$ cat src/design/rme_pkg.sv
// shared constants, types and functions for the rotation matrix to euler block
`default_nettype none
package rme_pkg;

  localparam int unsigned CordicStagesDef = 16;
  localparam int unsigned CordicStagesMax = 24;
  localparam int unsigned SqrtSteps       = 16;

  // cordic datapath widths: operands scaled by 2^16, grow by a few bits
  localparam int unsigned XyW = 38;
  localparam int unsigned ZW  = 26;

  localparam logic signed [ZW-1:0] Deg180Q16 = 26'sd11796480;
  localparam logic signed [15:0]   OutLimit  = 16'sd23040;

  typedef logic signed [15:0] q2_14_t;
  typedef logic signed [15:0] q9_7_t;
  typedef logic [14:0]        thresh_t;
  typedef logic [32:0]        sumsq_t;
  typedef logic [16:0]        root_t;

  // one cordic lane in flight
  typedef struct packed {
    logic signed [XyW-1:0] x;
    logic signed [XyW-1:0] y;
    logic signed [ZW-1:0]  z;
    logic                  zero;
  } lane_t;

  // side data that travels next to the square-root chain
  // ny_* entries are negated at lane setup, where there is room for +32768
  typedef struct packed {
    q2_14_t x_psi;
    q2_14_t y_psi;
    q2_14_t x_phi;
    q2_14_t y_phi;
    q2_14_t ny_theta;
    q2_14_t x_sng;
    q2_14_t ny_sng;
  } side_t;

  // arctangent table in degrees scaled by 2^16
  function automatic logic [ZW-1:0] atan_deg(input logic [4:0] idx);
    logic [ZW-1:0] r;
    case (idx)
      5'd0:  r = 26'd2949120;
      5'd1:  r = 26'd1740967;
      5'd2:  r = 26'd919879;
      5'd3:  r = 26'd466945;
      5'd4:  r = 26'd234379;
      5'd5:  r = 26'd117304;
      5'd6:  r = 26'd58666;
      5'd7:  r = 26'd29335;
      5'd8:  r = 26'd14668;
      5'd9:  r = 26'd7334;
      5'd10: r = 26'd3667;
      5'd11: r = 26'd1833;
      5'd12: r = 26'd917;
      5'd13: r = 26'd458;
      5'd14: r = 26'd229;
      5'd15: r = 26'd115;
      5'd16: r = 26'd57;
      5'd17: r = 26'd29;
      5'd18: r = 26'd14;
      5'd19: r = 26'd7;
      5'd20: r = 26'd4;
      5'd21: r = 26'd2;
      5'd22: r = 26'd1;
      default: r = '0;
    endcase
    return r;
  endfunction

  // prepare a lane: scale, fold left half plane into the right one
  function automatic lane_t lane_init(input logic signed [17:0] y,
                                      input logic signed [17:0] x);
    lane_t l;
    logic signed [XyW-1:0] xs;
    logic signed [XyW-1:0] ys;
    xs = {{(XyW-34){x[17]}}, x, 16'd0};
    ys = {{(XyW-34){y[17]}}, y, 16'd0};
    l.zero = (x == '0) && (y == '0);
    if (x < 0) begin
      l.x = -xs;
      l.y = -ys;
      l.z = (y >= 0) ? Deg180Q16 : -Deg180Q16;
    end else begin
      l.x = xs;
      l.y = ys;
      l.z = '0;
    end
    return l;
  endfunction

  // rounding and saturation of a finished angle into q9.7
  function automatic q9_7_t to_q9_7(input lane_t l);
    logic signed [ZW-1:0] zr;
    logic signed [ZW-10:0] q;
    zr = l.z + ZW'(256);
    q  = zr[ZW-1:9];
    if (l.zero) return '0;
    if (q > OutLimit) return OutLimit;
    if (q < -OutLimit) return -OutLimit;
    return q[15:0];
  endfunction

endpackage
`default_nettype wire

$ cat src/design/rme_cordic_cell.sv
// one cordic vectoring micro-rotation on three lanes
`default_nettype none
module rme_cordic_cell #(
  parameter int unsigned Step = 0
) (
  input  wire logic          clk_i,
  input  wire logic          en_i,
  input  wire rme_pkg::lane_t lane_i [3],
  output rme_pkg::lane_t     lane_o [3]
);
  import rme_pkg::*;

  lane_t lane_d [3];
  lane_t lane_q [3];
  logic [ZW-1:0] ang;

  assign ang = atan_deg(5'(Step));

  // rotate toward the x axis, accumulate angle
  always_comb begin
    for (int k = 0; k < 3; k++) begin
      lane_d[k].zero = lane_i[k].zero;
      if (lane_i[k].y < 0) begin
        lane_d[k].x = lane_i[k].x - (lane_i[k].y >>> Step);
        lane_d[k].y = lane_i[k].y + (lane_i[k].x >>> Step);
        lane_d[k].z = lane_i[k].z - $signed(ang);
      end else begin
        lane_d[k].x = lane_i[k].x + (lane_i[k].y >>> Step);
        lane_d[k].y = lane_i[k].y - (lane_i[k].x >>> Step);
        lane_d[k].z = lane_i[k].z + $signed(ang);
      end
    end
  end

  always_ff @(posedge clk_i) begin
    if (en_i) lane_q <= lane_d;
  end

  assign lane_o = lane_q;
endmodule
`default_nettype wire

$ cat config.mk
export PLATFORM = sky130hd
export DESIGN_NAME = rme_cordic_cell
export DESIGN_NICKNAME = d
export VERILOG_FILES = /design/src/design/rme_pkg.sv /design/src/design/rme_cordic_cell.sv
export SDC_FILE = /design/constraint.sdc
export NUM_CORES = 1
export LEC_CHECK = 0
export ABC_AREA = 1
export CORE_ASPECT_RATIO = 0.75
export CORE_UTILIZATION = 35
export CTS_BUF_LIST = sky130_fd_sc_hd__clkbuf_4 sky130_fd_sc_hd__clkbuf_8
export DETAILED_ROUTE_END_ITERATION = 6
export DONT_BUFFER_PORTS = 1
export PLACE_DENSITY_LB_ADDON = 0.08
export SLEW_MARGIN = 20
export SYNTH_ARGS = -nofsm -noshare
export SYNTH_HDL_FRONTEND = slang
export SYNTH_SLANG_ARGS = --single-unit
$ cat constraint.sdc
create_clock -name clk_i -period 2.7 [get_ports clk_i]
set_clock_uncertainty 0.2 [all_clocks]
set_input_delay 0.405 -clock clk_i [delete_from_list [all_inputs] [get_ports clk_i]]
set_output_delay 0.405 -clock clk_i [all_outputs]
set_load 0.005 [all_outputs]
=== After elaboration in Yosys (flattened, before gate mapping) ===
Cells that the tools add are included.

* Add/sub/neg operators: 15
* Magnitude comparators: 3
* Mux-type cells: 3

{| class="wikitable"
|+ Operators with widths
! kind !! number
|-
| two-way mux 102 bit || 3
|-
| subtractor 38 bit || 6
|-
| adder 38 bit || 3
|-
| < comparator 38 x 1 -> 1 bit (second input constant) || 3
|-
| adder 26 x 23 -> 26 bit (second input constant) || 3
|-
| subtractor 26 x 23 -> 26 bit (second input constant) || 3
|}

* Flip-flop bits (word level): 309
* Output and inout port bits: 309
* Word-level logic and storage cells: 33

=== Logic depth before layout (Yosys ltp) ===
* Depth after elaboration: 2
* Mapped depth: 18
* Depth with buffers taken out: 17

=== Worst setup path before layout ===
No wires, ideal clock.

* Path kind: input-to-reg
* Start point: in lane_i[270] in the netlist's numbering
* End point: reg lane_q, in the netlist lane_o[230], data pin
* Setup time: 0.259 ns
* Arrival time: 1.940 ns
* Path slack: 0.301 ns
* Stages: 10
* Path through: inv_1 clkbuf_1 buf_2 ha_1 a21oi_1 o21ai_0 a21oi_1 nor2_1 nor2_1 xnor2_1

{| class="wikitable"
|+ RTL lines
! what !! RTL line !! text
|-
| start, declared || rme_cordic_cell.sv:8 || <nowiki>input wire rme_pkg::lane_t lane_i [3],</nowiki>
|-
| end signal, assigned || rme_cordic_cell.sv:36 || <nowiki>if (en_i) lane_q <= lane_d;</nowiki>
|-
| end, declared || rme_cordic_cell.sv:14 || <nowiki>lane_t lane_q [3];</nowiki>
|}

==> run metrics <==
status=finished, violations left; failing checks=hold timing; Hold Crit Class=in -> reg; HP Start=en_i; dpl ws=-0.187 ns; Synth top area share=25.7%; vias in the first global route=36,500; Initial DRT Pass Iterations=7; # H-tree levels=2; Syn Inst Count=5,564; Synth cell types=45; CP max stage delay=0.59 ns; Slew headroom=34.9%; Clock power frac=26.5%; Die X=371 microns; setup violators final=0; Slew @ Worst Pin=0.976 ns; largest net degree at the start of global routing=307; global-route wire length before repair=225,000 microns; clock buffer count from CTS=58; hold_buf cts=113; most frequent cells in the layout=nand2_1, inv_1, buf_4; WL final=155,000 microns; # port buffers=0; power density over the cells=449 nW/um^2; Max Freq=383 MHz; CP Capture Type=flip-flop; layout cells sized above 1=14.0%; via count=38,300; I/O pins=620; worst-path fanout max=3; Placement Cell Area=42,000 sq um; Die H=279 microns; Filler Cell Count=10,900; CTS Buffer Depth=3; sequential share of power=33.0%; Starting Density=35.3%; area of the die=103,000 sq um; sw power=7.79 mW; net count after synthesis=6,271; Max Cap Viol=0; sequential cell area=9190 sq um; drt via density=4.98; final worst path period need=2.61 ns; fin util=44.0%; hold slack=-0.392 ns; sequential share of the synthesized area=25.7%; fin worst setup slack=0.0879 ns; CP arrival=2.87 ns; ys async rst share=0%; Finished Cell Area=44,500 sq um; Critical Path Sink=lane_o[131]; initial antenna violation count=2; critical path class=in -> reg; dpl hpwl=130,000 microns; RSZ-0062 raised after global routing=no; Peak VDD IR=0.349 mV; Clk pin slew, worst setup/hold paths=0.06 ns; crit share post-route=96.7%; Row Count=101; Worst path slowest cell=dlygate4sd3_1; Starting DRT DRC Count=3,073; post-route ant nets=0; Mapped Avg Cell Area=6.43 sq um; CP Launch Type=input pin; crit path from=lane_i[168]; CTS sink count=306; switching portion of total power=38.9%; Largest register FFs=306; YS warnings=0; residual DRC count=0; gr usage total=28.8%; final count of hold timing violations=81; commonest non-fill, non-tap cell in the layout=nand2_1; Mapped Area=35,800 sq um; area of the core=101,000 sq um; Worst Path Required=2.96 ns; TNS Setup=0 ns; CTS tree=yes; max-slew violation count=0; fin nets=7,015; leakage=23.0 nW; cell taking the most area after synthesis=edfxtp_1; gr ovfl total=0; DR WL/cell=20.1 microns; multi-input logic area=22,400 sq um; EDFF count, synth=306; CTS Root Cell=clkbuf_8; #FFs+latches synth=306; logic gate share of total power=40.5%; ranking of synthesized cells by area=edfxtp_1, nand2_1, ha_1, inv_1, nand3_1; Internal=12.2 mW; Most used DFF post-synth=edfxtp_1; layout overhead on the synthesized area=24.4%; CP most frequent cell=dlygate4sd3_1; Critical Path, Cell by Cell=dlygate4sd3_1, ha_1, fa_1, dlygate4sd3_1, o21ai_0, dlygate4sd3_1; RePlAce Congestion=0.996
-- per-layer routing --
| metal | track usage (%) | part of all wire (%) | vias up |
|---|---|---|---|
| li1 | - | - | 19300 |
| met1 | 41.3 | 48 | 17600 |
| met2 | 43.3 | 42 | 1212 |
| met3 | 6.54 | 8.1 | 139 |
| met4 | 6.57 | 2.3 | 0 |
| met5 | 0 | 0 | - |
-- worst min path at each step --
stage | slack [ns] | depth (start not counted) | to
after global placement | 0.30 | 0 | lane_o[115]
final | -0.39 | 0 | lane_o[198]
after CTS | -0.45 | 0 | lane_o[194]
after global routing | -0.46 | 0 | lane_o[198]
after floorplan | 0.30 | 0 | lane_o[0]
after detailed placement | 0.30 | 0 | lane_o[105]
-- timing repair --
item	CTS	global route
resized for setup	0	11
setup buffers	0	0
endpoints found under the hold margin	565	232
setup endpoints to repair	0	10
-- logic make-up after synthesis --
family	synth area share, %
buffers and inverters	11.8
adders and majority gates	14.1
and+or+nand+nor	32.0
muxes	0.0560
DFF	25.7
AOI/OAI and AO/OA	13.7
xor gates and xnor gates	2.62
-- cells in the mapped netlist (9+ instances only) --
cell and count:
nor2_1 518, buf_4 68, fa_1 12, nand2_1 1657, a21o_1 21, a21oi_1 435, buf_2 47, o21ai_1 33
nand3_1 483, or2_2 14, nor2_2 23, o22ai_1 33, a31oi_1 9, nand4_1 32, buf_1 9, ha_1 384
clkbuf_1 28, xor2_1 98, inv_1 874, edfxtp_1 306, xnor2_1 9, nor3_1 41, o21ai_0 310, o21bai_1 49
-- critical path: cells and delay by family --
| kind | cells | cell delay (ns) |
|---|---|---|
| AOI/OAI and AO/OA | 1 | 0.07 |
| adders and majority gates | 2 | 0.71 |
| buffers and inverters | 3 | 1.69 |
-- area by class of cell --
type	instances	share of cell area (%)
antenna	2	0.0112
clock buffer	67	1.95
clock inverter	38	0.939
inverter	879	7.42
multi-input combinational	4223	50.3
sequential	306	20.6
tap	1339	3.76
timing repair buffer	840	15.0
-- metrics by stage --
step           instances  total power [mW]
4_1_cts             7691              20.1
2_1_floorplan       5564              10.9
3_5_place_dp        7473              14.3
5_1_grt             7694              21.2
6_report            7694              20.0
3_3_place_gp        7473              14.4
-- power groups by stage --
stage / sequential (mW) / combinational (mW) / clock (mW)
after floorplan: 6.41 / 4.44 / 0
after global placement: 6.71 / 7.66 / 0
after detailed placement: 6.69 / 7.65 / 0
after CTS: 6.62 / 7.95 / 5.51
after global routing: 6.65 / 8.90 / 5.67
final: 6.60 / 8.10 / 5.31
No activity file was read; power rests on OpenSTA's default activity.
