<file path="src/design/rme_pkg.sv">
// shared constants, types and functions for the rotation matrix to euler block
`default_nettype none
package rme_pkg;

  localparam int unsigned CordicStagesDef = 16;
  localparam int unsigned CordicStagesMax = 24;
  localparam int unsigned SqrtSteps       = 16;

  // cordic datapath widths: operands scaled by 2^16, grow by a few bits
  localparam int unsigned XyW = 38;
  localparam int unsigned ZW  = 26;

  localparam logic signed [ZW-1:0] Deg180Q16 = 26'sd11796480;
  localparam logic signed [15:0]   OutLimit  = 16'sd23040;

  typedef logic signed [15:0] q2_14_t;
  typedef logic signed [15:0] q9_7_t;
  typedef logic [14:0]        thresh_t;
  typedef logic [32:0]        sumsq_t;
  typedef logic [16:0]        root_t;

  // one cordic lane in flight
  typedef struct packed {
    logic signed [XyW-1:0] x;
    logic signed [XyW-1:0] y;
    logic signed [ZW-1:0]  z;
    logic                  zero;
  } lane_t;

  // side data that travels next to the square-root chain
  // ny_* entries are negated at lane setup, where there is room for +32768
  typedef struct packed {
    q2_14_t x_psi;
    q2_14_t y_psi;
    q2_14_t x_phi;
    q2_14_t y_phi;
    q2_14_t ny_theta;
    q2_14_t x_sng;
    q2_14_t ny_sng;
  } side_t;

  // arctangent table in degrees scaled by 2^16
  function automatic logic [ZW-1:0] atan_deg(input logic [4:0] idx);
    logic [ZW-1:0] r;
    case (idx)
      5'd0:  r = 26'd2949120;
      5'd1:  r = 26'd1740967;
      5'd2:  r = 26'd919879;
      5'd3:  r = 26'd466945;
      5'd4:  r = 26'd234379;
      5'd5:  r = 26'd117304;
      5'd6:  r = 26'd58666;
      5'd7:  r = 26'd29335;
      5'd8:  r = 26'd14668;
      5'd9:  r = 26'd7334;
      5'd10: r = 26'd3667;
      5'd11: r = 26'd1833;
      5'd12: r = 26'd917;
      5'd13: r = 26'd458;
      5'd14: r = 26'd229;
      5'd15: r = 26'd115;
      5'd16: r = 26'd57;
      5'd17: r = 26'd29;
      5'd18: r = 26'd14;
      5'd19: r = 26'd7;
      5'd20: r = 26'd4;
      5'd21: r = 26'd2;
      5'd22: r = 26'd1;
      default: r = '0;
    endcase
    return r;
  endfunction

  // prepare a lane: scale, fold left half plane into the right one
  function automatic lane_t lane_init(input logic signed [17:0] y,
                                      input logic signed [17:0] x);
    lane_t l;
    logic signed [XyW-1:0] xs;
    logic signed [XyW-1:0] ys;
    xs = {{(XyW-34){x[17]}}, x, 16'd0};
    ys = {{(XyW-34){y[17]}}, y, 16'd0};
    l.zero = (x == '0) && (y == '0);
    if (x < 0) begin
      l.x = -xs;
      l.y = -ys;
      l.z = (y >= 0) ? Deg180Q16 : -Deg180Q16;
    end else begin
      l.x = xs;
      l.y = ys;
      l.z = '0;
    end
    return l;
  endfunction

  // rounding and saturation of a finished angle into q9.7
  function automatic q9_7_t to_q9_7(input lane_t l);
    logic signed [ZW-1:0] zr;
    logic signed [ZW-10:0] q;
    zr = l.z + ZW'(256);
    q  = zr[ZW-1:9];
    if (l.zero) return '0;
    if (q > OutLimit) return OutLimit;
    if (q < -OutLimit) return -OutLimit;
    return q[15:0];
  endfunction

endpackage
`default_nettype wire

</file>
<file path="src/design/rme_sqrt_cell.sv">
// one restoring square-root step: resolves one root bit per cell
`default_nettype none
module rme_sqrt_cell #(
  parameter int unsigned Step = 0
) (
  input  wire logic           clk_i,
  input  wire logic           en_i,
  input  wire rme_pkg::sumsq_t rem_i,
  input  wire rme_pkg::root_t  root_i,
  input  wire rme_pkg::side_t  side_i,
  output rme_pkg::sumsq_t     rem_o,
  output rme_pkg::root_t      root_o,
  output rme_pkg::side_t      side_o
);
  import rme_pkg::*;

  localparam int unsigned Sh = 2 * (SqrtSteps - 1 - Step);

  logic [34:0] trial;
  logic [34:0] bitv;
  sumsq_t      rem_d;
  root_t       root_d;
  sumsq_t      rem_q;
  root_t       root_q;
  side_t       side_q;

  // root_i holds the upper root bits in place: test remainder against 2*root*b + b*b
  always_comb begin
    bitv   = 35'd1 << Sh;
    trial  = ({18'd0, root_i} << (SqrtSteps - Step)) + bitv;
    if ({2'd0, rem_i} >= trial) begin
      rem_d  = rem_i - trial[32:0];
      root_d = root_i | (17'd1 << (SqrtSteps - 1 - Step));
    end else begin
      rem_d  = rem_i;
      root_d = root_i;
    end
  end

  // payload stage, moves with the pipeline enable
  always_ff @(posedge clk_i) begin
    if (en_i) begin
      rem_q  <= rem_d;
      root_q <= root_d;
      side_q <= side_i;
    end
  end

  assign rem_o  = rem_q;
  assign root_o = root_q;
  assign side_o = side_q;
endmodule
`default_nettype wire

</file>
<file path="config.mk">
export PLATFORM = sky130hd
export DESIGN_NAME = rme_sqrt_cell
export DESIGN_NICKNAME = d
export VERILOG_FILES = /design/src/design/rme_pkg.sv /design/src/design/rme_sqrt_cell.sv
export SDC_FILE = /design/constraint.sdc
export NUM_CORES = 1
export LEC_CHECK = 0
export ABC_AREA = 1
export BUFFER_PORTS_ARGS = -buffer_cell sky130_fd_sc_hd__buf_2
export CORE_ASPECT_RATIO = 1.1
export CORE_MARGIN = 4
export CORE_UTILIZATION = 35
export DETAILED_ROUTE_END_ITERATION = 16
export PLACE_DENSITY_LB_ADDON = 0.25
export REMOVE_ABC_BUFFERS = 1
export SYNTH_ARGS = -nofsm -noshare
export SYNTH_HDL_FRONTEND = slang
export SYNTH_SLANG_ARGS = --single-unit
</file>
<file path="constraint.sdc">
create_clock -name clk_i -period 2.15 [get_ports clk_i]
set_input_delay 0.43 -clock clk_i [delete_from_list [all_inputs] [get_ports clk_i]]
set_output_delay 0.43 -clock clk_i [all_outputs]
set_load 0.01 [all_outputs]
</file>
; ---- Word-level counts from Yosys, hierarchy flattened
; Index checks and enable logic that the tools add are counted.
[totals]
reg_bits = 162
in_bits = 164
out_inout_bits = 162
wordCells = 14
[classes]
n_addsub = 2
n_lt_le_gt_ge = 1
muxes = 1
[ops]
columns = op, n
row1 = $add 33x31->34 const B, 1
row2 = $ge 33x34->1, 1
row3 = $mux 33, 1
row4 = $sub 33x33->33, 1

; ---- Depth between registers and ports, before layout
; Gate-level depths: netlist of the first run.
[depth]
depth_word = 3
mapped_depth = 14
ltp_nobuf = 14

; ---- Worst setup path before layout of the first run
; Ideal clock, no wire load.
[synth_path]
path_kind = input to register
start = input port root_i[14]
end = register rem_q[19] (netlist: rem_o[19]) (data pin)
setup_ns = 0.252
arrival_ns = 1.895
required_time_ns = 1.898
setup_slack_ns = 0.004
cell_stages = 12
path_buffers = 1
cell_sequence = ha_1 > inv_1 > ha_1 > a21oi_1 > nor2_1 > nor2_1 > nand2_1 > inv_1 > nand3_4 > buf_12 > nand2_2 > nand2_2
[synth_via]
elab_chain_cells = 3
[synth_rtl]
columns = item, line_no
row1 = start: declaration, rme_sqrt_cell.sv:9  ; input wire rme_pkg::root_t root_i,
row2 = $add 33x31->34, rme_sqrt_cell.sv:30  ; trial = ({18'd0, root_i} << (SqrtSteps - Step)) + bitv;
row3 = $ge 33x34->1, rme_sqrt_cell.sv:31  ; if ({2'd0, rem_i} >= trial) begin
row4 = $mux 33, rme_sqrt_cell.sv:31
row5 = via rem_d[19], rme_sqrt_cell.sv:21  ; sumsq_t rem_d;
row6 = end signal: assignment, rme_sqrt_cell.sv:43  ; rem_q <= rem_d;
row7 = end: declaration, rme_sqrt_cell.sv:23  ; sumsq_t rem_q;
; The timed path passes the listed nets, and every way through them passes these cells.
; A chain may end at the register's enable or synchronous reset.

; ---- Final worst setup path of the first run
[layout_path]
start = input port root_i[15]
end = register rem_q[30] (netlist: rem_o[30]) (data pin)
; The elaborated chain is that of the path after synthesis.

==> impl_metrics.csv, run 1 <==
group,metric,value,unit
min_path,holdCritPathClass,"primary input to flip-flop",
synth,synth_largest_area_cell,"edfxtp_1",
finish,fill_cells,1704,
clock_network,cts_hold_buffers,0,
power_and_ir_drop,power.density,866.1,nW/um^2
synth,synth_edf_count,162,
clock_network,cts_buffer_depth,2,
drt,drt_wl_total,19.90,mm
critical_path,worst-setup-path-type,"primary input to flip-flop",
timing,rsz0062_at_grt,"no",
critical_path,critPathLaunchType,"primary input",
clock_network,htreeDepth,4,
timing,max_freq,517.3,MHz
critical_path,end_kind,"flip-flop",
synth,synth_top_cell_area_share,74.51,%
clock_network,post_cts_buffers,0,
flow_run,cap_viol_max_count,0,
timing,tightest_slew,0.3962,ns
grt,grt_pass1_vias,4891,
grt,grt_max_degree,38,
min_path,min_path_cells,1,
drt,viasPerCell,4.385,
synth,synth_common_cells,"edfxtp_1, nand2_1, inv_1",
synth,synthCells,491,
drt,drc_errors,0,
die,dieArea,20910,sq um
synth,ys_async_sr_fraction,0,%
critical_path,required,2.32,ns
timing,final.period_utilization,89.92,%
synth,yosys_warnings,0,
die,die_y,151.2,um
critical_path,crit_fanout,10,
clock_network,numCtsBuffers,17,
die,coreArea,18350,sq um
placed_design,port_buffers,325,
grt,grt_pass1_wl,28.72,mm
timing,tns,0,ns
synth,synth_cell_types,26,
grt,antenna_found_initial,3,
finish,num-nets-final,1048,
timing,slew_violations,0,
clock_network,cts_resized,0,
clock_network,clk_pin_slew_worst_paths,0.07,ns
timing,hold_violations,0,
grt,grt_overflow,0,
synth,avgSynthCellArea,13.30,sq um
die,ioPinCount,326,
clock_network,cts_sinks,162,
drt,drt_iter0_markers,277,
timing,period_needed,1.933,ns
synth,synthTopCellsByArea,"edfxtp_1, nand2_1, inv_1, ha_1, nand3_1",
power_and_ir_drop,finalPower,8.095,mW
synth,syn_area,6529,sq um
synth,ys_seq_area_share,74.51,%
timing,finalSetupViolCount,0,
finish,drive_above_1_share,48.52,%
drt,drtAntennaViolNets,0,
placed_design,place_ws,-0.2109,ns
placed_design,post-dp-hpwl,16.15,mm
drt,firstDrtPassIters,5,
die,fp.dieW,138.2,um
critical_path,arrival,2.10,ns
placed_design,gp_congestion,0.9191,
finish,syn2layout_area_growth,43.16,%
die,rows,52,
synth,synth_seq_cells,162,
drt,wl_per_cell,17.71,um
die,start_util,35.58,%
drt,via_count,4929,
synth,synthFlopType,"edfxtp_1",
min_path,hold_end,"side_o[34]",
grt,grtUsageTotal,18.33,%
power_and_ir_drop,vdd_drop_max,0.0005174,V
min_path,min_from,"side_i[34]",
clock_network,cts_tree,"done",
timing,fin_ws,0.2168,ns
timing,slew_headroom,73.59,%
synth,yosysMostFrequentCell,"edfxtp_1",
clock_network,cts-root-buf,"clkbuf_16",
run_status,status,"complete, no violations",
power_and_ir_drop,power.leakage,4.441,nW
==> report_power, final <==
part / internal [mW] / total [mW] / switching [mW]
registers: 3.79 / 3.86 / 0.0655
clock network: 1.55 / 2.94 / 1.38
logic: 0.544 / 1.30 / 0.753
==> metrics by stage <==
step           utilization [%]  cells  hold slack (ns)  cell area [sq um]
2_1_floorplan                -    487           0.5289               6487
3_3_place_gp             47.72   1089           0.6063               8755
3_5_place_dp             47.72   1089           0.6084               8755
4_1_cts                  50.90   1121           0.1582               9339
5_1_grt                  50.90   1121           0.1547               9339
6_report                 50.94   1124           0.1825               9346
==> cell usage in the layout (no fill, tap or decap), types with 5 or more instances in the layout <==
cell type	netlist	layout
a21oi_1	9	9
buf_12	1	6
buf_2	1	324
buf_4	0	28
clkbuf_16	0	17
edfxtp_1	162	162
ha_1	18	18
inv_1	65	65
nand2_1	124	124
nand2_2	20	20
nand3_1	34	34
nor2_1	22	22
nor2_2	5	5
xor2_1	6	6
==> how the worst max path moves through the flow <==
| stage | startpoint | to | slack (ns) | cells past startpoint |
|---|---|---|---|---|
| 4_1_cts | root_i[15] | rem_o[30] | 0.24 | 13 |
| 6_report | root_i[15] | rem_o[30] | 0.22 | 13 |
| 2_1_floorplan | root_i[14] | root_o[15] | -0.09 | 10 |
| 5_1_grt | root_i[15] | rem_o[28] | 0.06 | 13 |
| 3_5_place_dp | root_i[15] | rem_o[25] | -0.21 | 13 |
| 3_3_place_gp | root_i[15] | rem_o[31] | -0.20 | 13 |
==> cell families (layout without fill, tap and decap cells) <==
family	Yosys count	after routing	synth area share, %
DFF	162	162	74.51
buffers and inverters	73	460	4.599
AOI/OAI and AO/OA	9	9	0.6899
and+or+nand+nor	220	220	15.37
other	0	3	0
adders and majority gates	19	19	3.756
xor gates and xnor gates	8	8	1.073
==> critical path: stages <==
cell,delay (ns)
buf_2,0.11
ha_1,0.26
inv_1,0.04
ha_1,0.31
a21oi_1,0.19
nor2_1,0.07
nor2_1,0.08
nand2_1,0.10
inv_1,0.11
nand3_4,0.11
buf_12,0.16
nand2_1,0.06
nand2_1,0.05
==> area by class of cell <==
| class | instances | area (sq um) | area share [%] |
|---|---|---|---|
| diodes | 3 | 7.507 | 0.08032 |
| clock inverters | 15 | 158.9 | 1.700 |
| repair buffers | 359 | 1963 | 21.00 |
| inverters | 69 | 259.0 | 2.771 |
| well taps | 243 | 304.0 | 3.253 |
| clock buffers | 17 | 425.4 | 4.552 |
| flip-flops and latches | 162 | 4865 | 52.05 |
| multi-input cells | 256 | 1364 | 14.59 |
==> registers in the layout, indices dropped and copies added, names as in the netlist <==
| name | count |
|---|---|
| side_o | 112 |
| rem_o | 33 |
| root_o | 17 |
==> layer usage <==
metal,track usage [%],share of wire [%],up-vias,routed length [um]
li1,-,-,2418,-
met1,20.94,38,2300,7490
met2,32.42,52,189,10440
met3,5.810,7.7,20,1538
met4,6.868,2.2,2,429
met5,0,0.035,-,7
Note: power is estimated with default switching activity, not from simulation.
==> run 2, diff against run 1 <==
MAX_ROUTING_LAYER = met4   (was unset)
==> run 2 against run 1 <==
Worst hold slack worse by 0.0040 ns; critical path depth unchanged; critical path type unchanged; largest cell class unchanged; count of clock-buffer cells in the layout unchanged.
==> impl_metrics.csv, run 2 (synthesis gave the netlist of run 1 again) <==
group,metric,value,unit
clock_network,cts_sinks,162,
critical_path,arrival,2.10,ns
flow_run,cap_viol_max_count,0,
grt,grt_overflow,0,
critical_path,required,2.32,ns
die,dieArea,20910,sq um
drt,drt_iter0_markers,226,
timing,rsz0062_at_grt,"no",
power_and_ir_drop,pwr-share-comb,16.0,%
timing,finalSetupViolCount,0,
die,fp.dieW,138.2,um
critical_path,worst-setup-path-type,"primary input to flip-flop",
timing,period_needed,1.935,ns
clock_network,cts-root-buf,"clkbuf_16",
drt,wl_per_cell,17.68,um
finish,syn2layout_area_growth,43.20,%
clock_network,cts_hold_buffers,0,
grt,grt_max_degree,38,
finish,drive_above_1_share,48.52,%
critical_path,critPathLaunchType,"primary input",
power_and_ir_drop,p_switching,2.202,mW
finish,multi_input_area,1364,sq um
min_path,min_from,"side_i[11]",
finish,final_cells,1125,
clock_network,cts_buffer_depth,2,
critical_path,startpoint,"root_i[15]",
timing,slew_violations,0,
clock_network,post_cts_buffers,0,
power_and_ir_drop,power.density,865.7,nW/um^2
drt,drtAntennaViolNets,0,
placed_design,port_buffers,325,
timing,tightest_slew,0.3995,ns
grt,antenna_found_initial,3,
finish,num-nets-final,1048,
power_and_ir_drop,finalPower,8.093,mW
die,coreArea,18350,sq um
run_status,status,"complete, no violations",
timing,holdWs,0.1785,ns
drt,drt_wl_total,19.89,mm
power_and_ir_drop,p_int,5.892,mW
grt,grt_pass1_wl,28.66,mm
finish,largest_reg_flops,112,
placed_design,placedCellCount,1089,
finish,register_area,4865,sq um
die,start_util,35.58,%
clock_network,numCtsBuffers,17,
finish,layout_commonest_cell,"buf_2",
grt,grtUsageTotal,18.86,%
clock_network,cts_tree,"done",
finish,layout_common_cells,"buf_2, edfxtp_1, nand2_1",
min_path,holdCritPathClass,"primary input to flip-flop",
drt,via_count,4959,
power_and_ir_drop,clockPowerShare,36.3,%
die,rows,52,
die,die_y,151.2,um
power_and_ir_drop,vdd_drop_max,0.0005163,V
die,ioPinCount,326,
drt,firstDrtPassIters,4,
drt,viasPerCell,4.408,
timing,hold_violations,0,
timing,max_freq,516.8,MHz
power_and_ir_drop,power.leakage,4.441,nW
finish,fill_cells,1703,
clock_network,htreeDepth,4,
drt,drc_errors,0,
critical_path,crit_fanout,10,
grt,grt_pass1_vias,4890,
timing,slew_headroom,73.37,%
placed_design,gp_congestion,0.9351,
power_and_ir_drop,seqPwrFrac,47.7,%
placed_design,post-dp-hpwl,16.15,mm
critical_path,end_kind,"flip-flop",
clock_network,clk_pin_slew_worst_paths,0.07,ns
clock_network,cts_resized,0,
timing,final.period_utilization,89.99,%
power_and_ir_drop,swShare,27.20,%
-- run 2: final timing paths --
path,to,depth (start not counted),slack [ns]
worst max-delay path,rem_o[30],13,0.22
worst min-delay path,side_o[11],1,0.18
-- run 2: metal layers --
metal	GRT usage [%]	vias to the layer above	share of wire, %
met5	-	-	0
li1	-	2423	-
met3	5.273	26	7.6
met1	21.08	2311	37
met4	7.411	0	2.5
met2	32.37	199	52
-- run 2: power groups by stage --
| stage | Sequential, mW | Clock, mW | Combinational [mW] |
|---|---|---|---|
| after CTS | 3.86 | 3.02 | 1.32 |
| final | 3.86 | 2.94 | 1.30 |
| after floorplan | 4.09 | 0 | 0.404 |
| after detailed placement | 3.93 | 0 | 1.32 |
| after global placement | 3.93 | 0 | 1.30 |
| after global routing | 3.88 | 3.16 | 1.42 |
-- run 2: stage by stage --
step	utilization [%]	worst slack, ns	TNS [ns]	cell area (sq um)
after floorplan	-	-0.08846	-0.08846	6487
after global placement	47.72	-0.2033	-3.333	8755
after detailed placement	47.72	-0.2109	-3.499	8755
after CTS	50.90	0.2365	0	9339
after global routing	50.91	0.05865	0	9341
final	50.95	0.2152	0	9349
-- run 2: worst max-delay path, cell delays in order --
cell,delay (ns)
buf_2,0.11
ha_1,0.26
inv_1,0.04
ha_1,0.31
a21oi_1,0.19
nor2_1,0.07
nor2_1,0.08
nand2_1,0.10
inv_1,0.11
nand3_4,0.11
buf_12,0.16
nand2_1,0.06
nand2_1,0.05
-- run 2: area by class of cell --
type                    count  share of cell area [%]
diodes                      4                  0.1071
flip-flops and latches    162                   52.03
repair buffers            359                   21.00
well taps                 243                   3.252
multi-input cells         256                   14.59
clock buffers              17                   4.550
clock inverters            15                   1.700
inverters                  69                   2.770
